===== config.mk =====
export PLATFORM = sky130hd
export DESIGN_NAME = bre_pattern_syntax_check
export DESIGN_NICKNAME = d
export VERILOG_FILES = /design/src/rtl/bpsc_pkg.sv /design/src/rtl/bpsc_scan.sv /design/src/rtl/bpsc_verdict.sv /design/src/rtl/bre_pattern_syntax_check.sv
export SDC_FILE = /design/constraint.sdc
export NUM_CORES = 1
export LEC_CHECK = 0
export ABC_AREA = 1
export BUFFER_PORTS_ARGS = -buffer_cell sky130_fd_sc_hd__buf_2
export CAP_MARGIN = 20
export CORE_AREA = 2 2 62 64
export DETAILED_ROUTE_END_ITERATION = 8
export DIE_AREA = 0 0 64 66
export PLACE_DENSITY_LB_ADDON = 0.2
export SYNTH_ARGS = -nofsm -noshare
export SYNTH_HDL_FRONTEND = slang
export SYNTH_SLANG_ARGS = --single-unit

===== constraint.sdc =====
create_clock -name aclk -period 2 [get_ports aclk]
set_input_delay 0.3 -clock aclk [delete_from_list [all_inputs] [get_ports aclk]]
set_output_delay 0.3 -clock aclk [all_outputs]
set_load 0.02 [all_outputs]

===== src/rtl/bpsc_pkg.sv =====
// ----------------------------------------------------------------------------
// bpsc_pkg: shared types and constants for the pattern syntax checker
// Byte codes, scan modes and the scanner state record.
// ----------------------------------------------------------------------------
package bpsc_pkg;

    localparam int unsigned MAX_GROUPS = 9;
    localparam int unsigned CNT_W      = 4;
    localparam int unsigned MODE_W     = 3;

    // Scan modes
    localparam logic [MODE_W-1:0] MODE_NORMAL      = 3'd0;
    localparam logic [MODE_W-1:0] MODE_ESCAPE      = 3'd1;
    localparam logic [MODE_W-1:0] MODE_CLASS_START = 3'd2;
    localparam logic [MODE_W-1:0] MODE_CLASS_CARET = 3'd3;
    localparam logic [MODE_W-1:0] MODE_CLASS_BODY  = 3'd4;

    // Byte codes
    localparam logic [7:0] CHAR_BSLASH = 8'h5C;
    localparam logic [7:0] CHAR_LPAREN = 8'h28;
    localparam logic [7:0] CHAR_RPAREN = 8'h29;
    localparam logic [7:0] CHAR_LBRACK = 8'h5B;
    localparam logic [7:0] CHAR_CARET  = 8'h5E;
    localparam logic [7:0] CHAR_RBRACK = 8'h5D;
    localparam logic [7:0] CHAR_STAR   = 8'h2A;
    localparam logic [7:0] CHAR_ONE    = 8'h31;
    localparam logic [7:0] CHAR_NINE   = 8'h39;

    localparam logic [CNT_W-1:0] GROUP_LIMIT = CNT_W'(MAX_GROUPS);

    typedef struct packed {
        logic [MODE_W-1:0] scan_mode;
        logic [CNT_W-1:0]  open_count;
        logic [CNT_W-1:0]  closed_count;
        logic [CNT_W-1:0]  opened_total;
        logic              just_closed;
        logic              error_seen;
    } scan_state_t;

    localparam scan_state_t SCAN_RESET = '{
        scan_mode:    MODE_NORMAL,
        open_count:   '0,
        closed_count: '0,
        opened_total: '0,
        just_closed:  1'b0,
        error_seen:   1'b0
    };

endpackage


===== src/rtl/bpsc_scan.sv =====
// ----------------------------------------------------------------------------
// bpsc_scan: per-byte scanner step
// Next scanner state from the current state and one pattern byte.
// ----------------------------------------------------------------------------
module bpsc_scan import bpsc_pkg::*; (
    input  scan_state_t cur_state,
    input  logic [7:0]  pattern_byte,
    output scan_state_t nxt_state
);

    logic [CNT_W-1:0] digit_val;

    // '1'..'9' carry their value in the low nibble
    assign digit_val = pattern_byte[CNT_W-1:0];

    always_comb begin
        nxt_state = cur_state;
        if (!cur_state.error_seen) begin
            case (cur_state.scan_mode)
                MODE_ESCAPE: begin
                    nxt_state.scan_mode = MODE_NORMAL;
                    if (pattern_byte == CHAR_LPAREN) begin
                        if (cur_state.opened_total >= GROUP_LIMIT) begin
                            nxt_state.error_seen = 1'b1;
                        end else begin
                            nxt_state.opened_total = cur_state.opened_total + 1'b1;
                            nxt_state.open_count   = cur_state.open_count + 1'b1;
                            nxt_state.just_closed  = 1'b0;
                        end
                    end else if (pattern_byte == CHAR_RPAREN) begin
                        if (cur_state.open_count == '0) begin
                            nxt_state.error_seen = 1'b1;
                        end else begin
                            nxt_state.open_count   = cur_state.open_count - 1'b1;
                            nxt_state.closed_count = cur_state.closed_count + 1'b1;
                            nxt_state.just_closed  = 1'b1;
                        end
                    end else if (pattern_byte inside {[CHAR_ONE:CHAR_NINE]}) begin
                        if (digit_val > cur_state.closed_count) begin
                            nxt_state.error_seen = 1'b1;
                        end else begin
                            nxt_state.just_closed = 1'b0;
                        end
                    end else begin
                        nxt_state.just_closed = 1'b0;
                    end
                end
                MODE_CLASS_START: begin
                    nxt_state.scan_mode = (pattern_byte == CHAR_CARET) ?
                                          MODE_CLASS_CARET : MODE_CLASS_BODY;
                end
                MODE_CLASS_CARET: begin
                    nxt_state.scan_mode = MODE_CLASS_BODY;
                end
                MODE_CLASS_BODY: begin
                    if (pattern_byte == CHAR_RBRACK) begin
                        nxt_state.scan_mode = MODE_NORMAL;
                    end
                end
                MODE_NORMAL: begin
                    if (pattern_byte == CHAR_BSLASH) begin
                        nxt_state.scan_mode = MODE_ESCAPE;
                    end else if (pattern_byte == CHAR_LBRACK) begin
                        nxt_state.scan_mode   = MODE_CLASS_START;
                        nxt_state.just_closed = 1'b0;
                    end else if (pattern_byte == CHAR_STAR) begin
                        // star keeps just_closed, so a second star also fails
                        if (cur_state.just_closed) begin
                            nxt_state.error_seen = 1'b1;
                        end
                    end else begin
                        nxt_state.just_closed = 1'b0;
                    end
                end
                default: begin
                    nxt_state.scan_mode = MODE_NORMAL;
                end
            endcase
        end
    end

endmodule


===== src/rtl/bpsc_verdict.sv =====
// ----------------------------------------------------------------------------
// bpsc_verdict: end-of-pattern check
// Judges a finished pattern from the scanner state after its final byte.
// ----------------------------------------------------------------------------
module bpsc_verdict import bpsc_pkg::*; (
    input  scan_state_t end_state,
    output logic        pattern_ok
);

    // open escape, open class or open group all fail
    assign pattern_ok = !end_state.error_seen
                        && (end_state.scan_mode == MODE_NORMAL)
                        && (end_state.open_count == '0);

endmodule


===== src/rtl/bre_pattern_syntax_check.sv =====
// ----------------------------------------------------------------------------
// bre_pattern_syntax_check: streaming syntax check for basic regular expressions
// Scans pattern bytes one per request and reports one verdict per pattern.
// ----------------------------------------------------------------------------
// Feed the pattern one byte per request on s_tdata, with s_tlast high on its
// final byte. Non-final bytes produce nothing; the final byte produces one
// result request whose m_tdata[0] is 1 for a well-formed pattern and 0 for a
// malformed one (dangling backslash, more than MAX_GROUPS escaped group opens,
// unmatched escaped close, back-reference above the groups closed so far,
// unclosed bracket class, star right after a group close, or a group left
// open). The scanner state is cleared after every verdict, so the next byte
// starts a new pattern. The scanner registers are updated through one level
// of compare-and-count logic at the accepting edge, and the verdict lands in
// the output register at that same edge, so it is valid in the cycle after
// the final byte is taken. s_tready stays high unless a verdict is held
// waiting on m_tready, so with a ready consumer one byte is taken every
// cycle. There is no reset sweep; the block is ready right after aresetn
// deasserts.
// ----------------------------------------------------------------------------
module bre_pattern_syntax_check import bpsc_pkg::*; (
    input  logic       aclk,
    input  logic       aresetn,
    // input channel
    input  logic       s_tvalid,
    output logic       s_tready,
    input  logic [7:0] s_tdata,   // [7:0] pattern_byte
    input  logic       s_tlast,   // last_byte
    // result channel
    output logic       m_tvalid,
    input  logic       m_tready,
    output logic [7:0] m_tdata    // [0] pattern_ok, [7:1] zero
);

    scan_state_t scan_reg;
    scan_state_t scan_next;
    scan_state_t step_state;

    logic        m_tvalid_reg;
    logic        m_tvalid_next;
    logic        ok_reg;
    logic        ok_next;
    logic        step_ok;
    logic        s_accept;

    // Hold input only while a verdict is stuck at the output.
    assign s_tready = !m_tvalid_reg || m_tready;
    assign s_accept = s_tvalid && s_tready;

    bpsc_scan u_scan (
        .cur_state    (scan_reg),
        .pattern_byte (s_tdata),
        .nxt_state    (step_state)
    );

    // Verdict is judged on the state after the final byte is applied.
    bpsc_verdict u_verdict (
        .end_state  (step_state),
        .pattern_ok (step_ok)
    );

    always_comb begin
        scan_next     = scan_reg;
        m_tvalid_next = m_tvalid_reg;
        ok_next       = ok_reg;
        if (m_tvalid_reg && m_tready) begin
            m_tvalid_next = 1'b0;
        end
        if (s_accept) begin
            if (s_tlast) begin
                // final byte: emit verdict, restart for the next pattern
                scan_next     = SCAN_RESET;
                m_tvalid_next = 1'b1;
                ok_next       = step_ok;
            end else begin
                scan_next = step_state;
            end
        end
    end

    always_ff @(posedge aclk) begin
        if (!aresetn) begin
            scan_reg     <= SCAN_RESET;
            m_tvalid_reg <= 1'b0;
        end else begin
            scan_reg     <= scan_next;
            m_tvalid_reg <= m_tvalid_next;
        end
    end

    // payload register, no reset needed
    always_ff @(posedge aclk) begin
        ok_reg <= ok_next;
    end

    assign m_tvalid = m_tvalid_reg;
    assign m_tdata  = {7'b0, ok_reg};

endmodule


* Yosys cells after proc, flatten, opt, wreduce, memory -nomap -nowiden *
Index checks and enable logic that the tools add are counted.

storage, ports and cells
  register bits after elaboration = 19
  bits of input ports = 13
  output and inout bits = 10
  word-level logic and storage cells = 90

operators by class
  $add $sub $neg = 4
  $lt $le $gt $ge = 4
  eq/ne operators = 20
  multiplexer cells = 34
  reduce and logical (&&, ||, !) cells = 20

operators by type and width
  operator                                                                           count
  17-bit 2-to-1 mux                                                                  2
  8-bit by 7-bit == test with 1-bit output (second input constant)                   4
  8-bit by 6-bit == test with 1-bit output (second input constant)                   3
  4-bit 2-to-1 mux                                                                   4
  8-bit 2-to-1 mux                                                                   2
  1-bit 2-to-1 mux                                                                   15
  4-bit by 1-bit adder with 4-bit output (second input constant)                     3
  12-bit 2-to-1 mux                                                                  1
  3-bit 2-to-1 mux                                                                   4
  3-bit case mux with 4 select lines                                                 1
  8-bit by 6-bit >= comparator with 1-bit output (second input constant)             1
  8-bit by 6-bit less-or-equal comparator with 1-bit output (second input constant)  1
  4-bit logical NOT                                                                  2
  2-bit inequality test (second input constant)                                      4
  8-bit AND reduction                                                                1
  3-bit by 2-bit == test with 1-bit output (second input constant)                   2
  3-bit logical NOT                                                                  2
  2-bit 2-to-1 mux                                                                   3
  6-bit by 4-bit inequality test with 1-bit output (second input constant)           1
  6-bit AND reduction                                                                1
  2-bit nonzero test                                                                 3
  1-bit logical AND                                                                  5
  5-bit 2-to-1 mux                                                                   1
  5-bit by 4-bit inequality test with 1-bit output (second input constant)           1
  other kinds (14)                                                                   15

* Depth between registers and ports, before layout *
  depth after elaboration = 10
  mapped depth = 14
  gate-level depth less buffers = 14

* Hierarchy *
Synthesis repeated with hierarchy kept, for this count alone.

second synthesis, totals
  cells, all modules = 318
  area, all modules = 1,895.6 µm²

by module, submodules not included
  module                    instances  cells an instance  area an instance (µm²)  seq. area each (µm²)
  bpsc_scan                 1          175                948.4                   0.0
  bre_pattern_syntax_check  1          136                920.9                   390.4
  bpsc_verdict              1          7                  26.3                    0.0

* Worst setup path after synthesis *
No wires, ideal clock.

  path kind = flip-flop to flip-flop
  from = reg scan_reg[3] (netlist bit)
  to = reg ok_reg, data pin
  library setup time = 0.251 ns
  data arrival time = 1.352 ns
  data required time = 1.749 ns
  slack = 0.397 ns
  stages on the path, launching flop included = 15
  buffers on the path = 0
  period minus slack after synthesis = 1.603 ns
  cell sequence = dfxtp_1 -> inv_1 -> ha_1 -> inv_1 -> nand3_1 -> nand2_1 -> nand3_2 -> nand2_1 -> nand2_1 -> nand2_1 -> nand2_1 -> nand2_1 -> inv_1 -> nand3_1 -> nor2_1

on the way
  longest elaborated chain between the ends = 8
  elaborated cells between the ends (all ways) = 12
  those cells by class = order compare: 1; mux: 7; reduce/logical: 4

RTL lines
  what                                RTL line                        text
  start: declaration                  bre_pattern_syntax_check.sv:34  scan_state_t scan_reg;
  start signal: assignment            bre_pattern_syntax_check.sv:85  scan_reg <= scan_next;
  4-bit >= comparator (*)             bpsc_scan.sv:23                 if (cur_state.opened_total >= GROUP_LIMIT) begin
  1-bit 2-to-1 mux                    bpsc_scan.sv:23
  2-bit 2-to-1 mux                    bpsc_scan.sv:22                 if (pattern_byte == CHAR_LPAREN) begin
  2-bit case mux with 2 select lines  bpsc_scan.sv:19                 case (cur_state.scan_mode)
  17-bit 2-to-1 mux (*)               bpsc_scan.sv:18                 if (!cur_state.error_seen) begin
  1-bit logical NOT                   bpsc_verdict.sv:11              assign pattern_ok = !end_state.error_seen
  1-bit logical AND                   bpsc_verdict.sv:12              && (end_state.scan_mode == MODE_NORMAL)
  1-bit logical AND (*)               bpsc_verdict.sv:13              && (end_state.open_count == '0);
  net step_ok                         bre_pattern_syntax_check.sv:42  logic step_ok;
  end signal: assignment              bre_pattern_syntax_check.sv:92  ok_reg <= ok_next;
  end: declaration                    bre_pattern_syntax_check.sv:40  logic ok_reg;

The timed path passes the listed nets; every way through them passes the cells marked *. The select of a mux whose other input is x is not followed.
A chain may end at the register's enable or synchronous reset.

* Worst setup path in the final report *
Ends and elaborated chain as after synthesis.

==> summary.md <==
| Metric | Value |
|---|---|
| Multiplexer area fraction after synthesis | 0% |
| Count leader, synth | nand2_1 |
| Yosys cell types | 28 |
| # port buffers | 15 |
| Vias in the first global route | between 1,500 and 2,000 |
| Adder-Cell Fraction of Synth Area | around 7.4% |
| Final min period | approximately 1.8 ns |
| Number of vias per cell | between 4 and 5 |
| Routability cong. | about 0.8 |
| R2R depth | 14 |
| WP data required | just over 2 ns |
| Worst hold-check path type | in2reg |
| Hold EP | m_tvalid$_SDFF_PN0_ |
| WHS | 0.2455 ns |
| F_max | around 550 MHz |
| Max reg flops | 17 |
| Post-synth top area share | 21.36% |
| Multi-input logic area | 1060 sq um |
| Post-synth top area cell | dfxtp_1 |
| Register area | around 400 sq um |
| Pwr per Cell Area | between 400 and 500 nW/um^2 |
| Post-CTS Setup Bufs | 0 |
| Initial antenna violation count | 0 |
| Via count | 1,653 |
| Fin. Hold Viols | 0 |
| GRT overflow | 0 |
| Dpl hpwl | about 2900 microns |
| Post-Route WL | 3482 microns |
| Hold Crit Start | aresetn |
| Filler cells | a little under 400 |
| FP Rows | 22 |
| Simple-Gate Fraction of Synth Area | a little over two fifths |
| End-of-flow core utilization | 50.78% |
| #FFs+latches synth | 19 |
| Setup Skew | around 0.0033 ns |
| H-tree level count | 1 |
| Routed length per instance | 10.03 microns |
| RSZ-0062 raised after global routing | false |
| Post-route cell area | between 1500 and 2000 sq um |
| Number of CTS-inserted buffers | 3 |
| Root Driver | clkbuf_4 |
| Longest Clk Path Bufs | 2 |
| Status | finished clean |
| Maximum Capacitance Violations | 0 |
| Cts hold-fix bufs | 0 |
| Mapped Cells | around 280 |
| Top cells by area, synth | dfxtp_1, nand2_1, inv_1, ha_1, nand3_1 |
| Final setup vio count | 0 |
| Nets | 323 |
| TNS Setup | 0 ns |
| Die Ht | about 66 microns |
| CP endpoint kind | flip-flop |
| Mapped Area | about 1700 sq um |
| Type of the worst setup path | reg2reg |
| Synth Area in Compound Gates | about a tenth |
| Synth Flop Type | dfxtp_1 |
| CP arrival | 1.89 ns |
| LEAKAGE | about 0.89 nW |
| Max Slew Vio Count | 0 |
| Tot Pwr | between 0.7 and 0.8 mW |
| First-pass GRT wire length | between 6000 and 7000 microns |
| Number of synthesized flops with an enable pin | 1 |
| Layout cells sized above 1 | between 10 and 15% |
| FF-to-FF Start | scan_reg[3]$_SDFFE_PN0P_ |
| Largest family of logic cells by synthesized area | simple AND/OR/NAND/NOR gates |
| R2R Setup Slk | ~0.19 ns |
| Clock Sinks | 19 |
| R2r endpoint | ok_reg$_DFFE_PP_ |
| Die Wd | between 60 and 70 microns |
| Clk Latency, worst-skew pair | about 0.3 ns |
| Placed cell area | ~1800 sq um |
| P&R area growth vs syn | 6.899% |
| Post-synth top cells | nand2_1, inv_1, nor2_1 |
| Final ANT Viol Nets | 0 |
| Peak supply drop | roughly 300 uV |
| Hold Path Depth | 3 |
| Die ar. | about 4200 sq um |
| Critical Path Fanout Max | 5 |
| Avg Cell Area, Syn | slightly below 6 sq um |
| Io pins | 23 |
| CORE AREA | 3551 sq um |
| Worst-path clk slew | approximately 0.11 ns |
| Tot GR Track Use | between 10% and 20% |
| Ant diodes | 0 |
| First DRT Iteration DRCs | between 60 and 70 |
| Critical path launch point type | flip-flop |
| Starting Density | between 40% and 50% |
| Period Utilization, post-route | between 90 and 100% |
| Async set-reset flop share out of synthesis | 0% |
| Sequential cell area fraction in the yosys report | a little under a quarter |
| Synth Area in XOR/XNOR | less than 1% |
| Number of synthesis warnings | 0 |
| DR DRC count | 0 |
| Drt first pass iters | 4 |
| CTS tree | done |
| Post-cts gate resize count | 0 |
| Pin count of the biggest net entering global routing | 11 |
layout make-up:
class | instances | share of cell area, %
Tap cell | 48 | 3.331
Inverter | 49 | 10.20
Sequential cell | 19 | 21.65
Clock buffer | 4 | 1.457
Timing Repair Buffer | 16 | 4.580
Multi-Input combinational cell | 211 | 58.78
stage by stage:
stage	setup slack (ns)	std cells
final	0.1872	347
after global routing	0.01149	347
after CTS	0.1877	347
after detailed placement	0.2085	343
after global placement	0.2199	343
after floorplan	0.3969	289
worst max path at each step:
| stage | startpoint | endpoint | slack, ns | cells after the start |
|---|---|---|---|---|
| final | scan_reg[3]$_SDFFE_PN0P_ | ok_reg$_DFFE_PP_ | 0.19 | 14 |
| after global routing | scan_reg[3]$_SDFFE_PN0P_ | ok_reg$_DFFE_PP_ | 0.01 | 14 |
| after floorplan | scan_reg[3]$_SDFFE_PN0P_ | ok_reg$_DFFE_PP_ | 0.40 | 14 |
| after CTS | scan_reg[3]$_SDFFE_PN0P_ | ok_reg$_DFFE_PP_ | 0.19 | 14 |
| after detailed placement | scan_reg[3]$_SDFFE_PN0P_ | ok_reg$_DFFE_PP_ | 0.21 | 14 |
| after global placement | scan_reg[10]$_SDFFE_PN0P_ | ok_reg$_DFFE_PP_ | 0.22 | 12 |
metal layers:
| metal | share of wire, % | vias up | GRT usage, % |
|---|---|---|---|
| met2 | 48 | 21 | 33.98 |
| met3 | 3.1 | 4 | 2.555 |
| met1 | 49 | 731 | 21.94 |
| met4 | 0.83 | 0 | 4.891 |
| li1 | - | 897 | - |
| met5 | 0 | - | 0 |
report_power, final:
| part | total, mW | switching [mW] | internal, mW | leakage [nW] |
|---|---|---|---|---|
| combinational | 0.139 | 0.0954 | 0.0437 | 0.719 |
| sequential | 0.395 | 0.00589 | 0.389 | 0.152 |
| clock | 0.200 | 0.123 | 0.0778 | 0.0150 |
| total | 0.734 | 0.224 | 0.510 | 0.887 |
kinds of logic after synthesis:
| kind of cell | after synthesis |
|---|---|
| xor+xnor | 1 |
| buf+inv | 59 |
| simple gates | 166 |
| fa+ha+maj | 10 |
| compound gates | 27 |
| flops | 19 |
| other cells | 1 |
cells in the final DEF (no fill, tap or decap), types with 6 or more instances in the layout:
cell type / instances
nand3_1: 23
inv_2: 7
inv_1: 42
nand2_1: 93
a21oi_1: 15
buf_2: 15
o21ai_0: 6
conb_1: 7
nor2_2: 7
nor2_1: 27
dfxtp_1: 18
ha_1: 10
critical path, stage by stage, from the launching register on:
cell and delay (ns):
dfxtp_1 0.37, inv_1 0.08, ha_1 0.18, inv_1 0.05, nand3_1 0.09, nand2_1 0.16
nand3_2 0.14, nand2_1 0.11, nand2_1 0.07, nand2_1 0.08, nand2_1 0.05, nand2_1 0.06
inv_1 0.04, nand3_1 0.06, nor2_1 0.04
No activity file was read; power rests on OpenSTA's default activity.
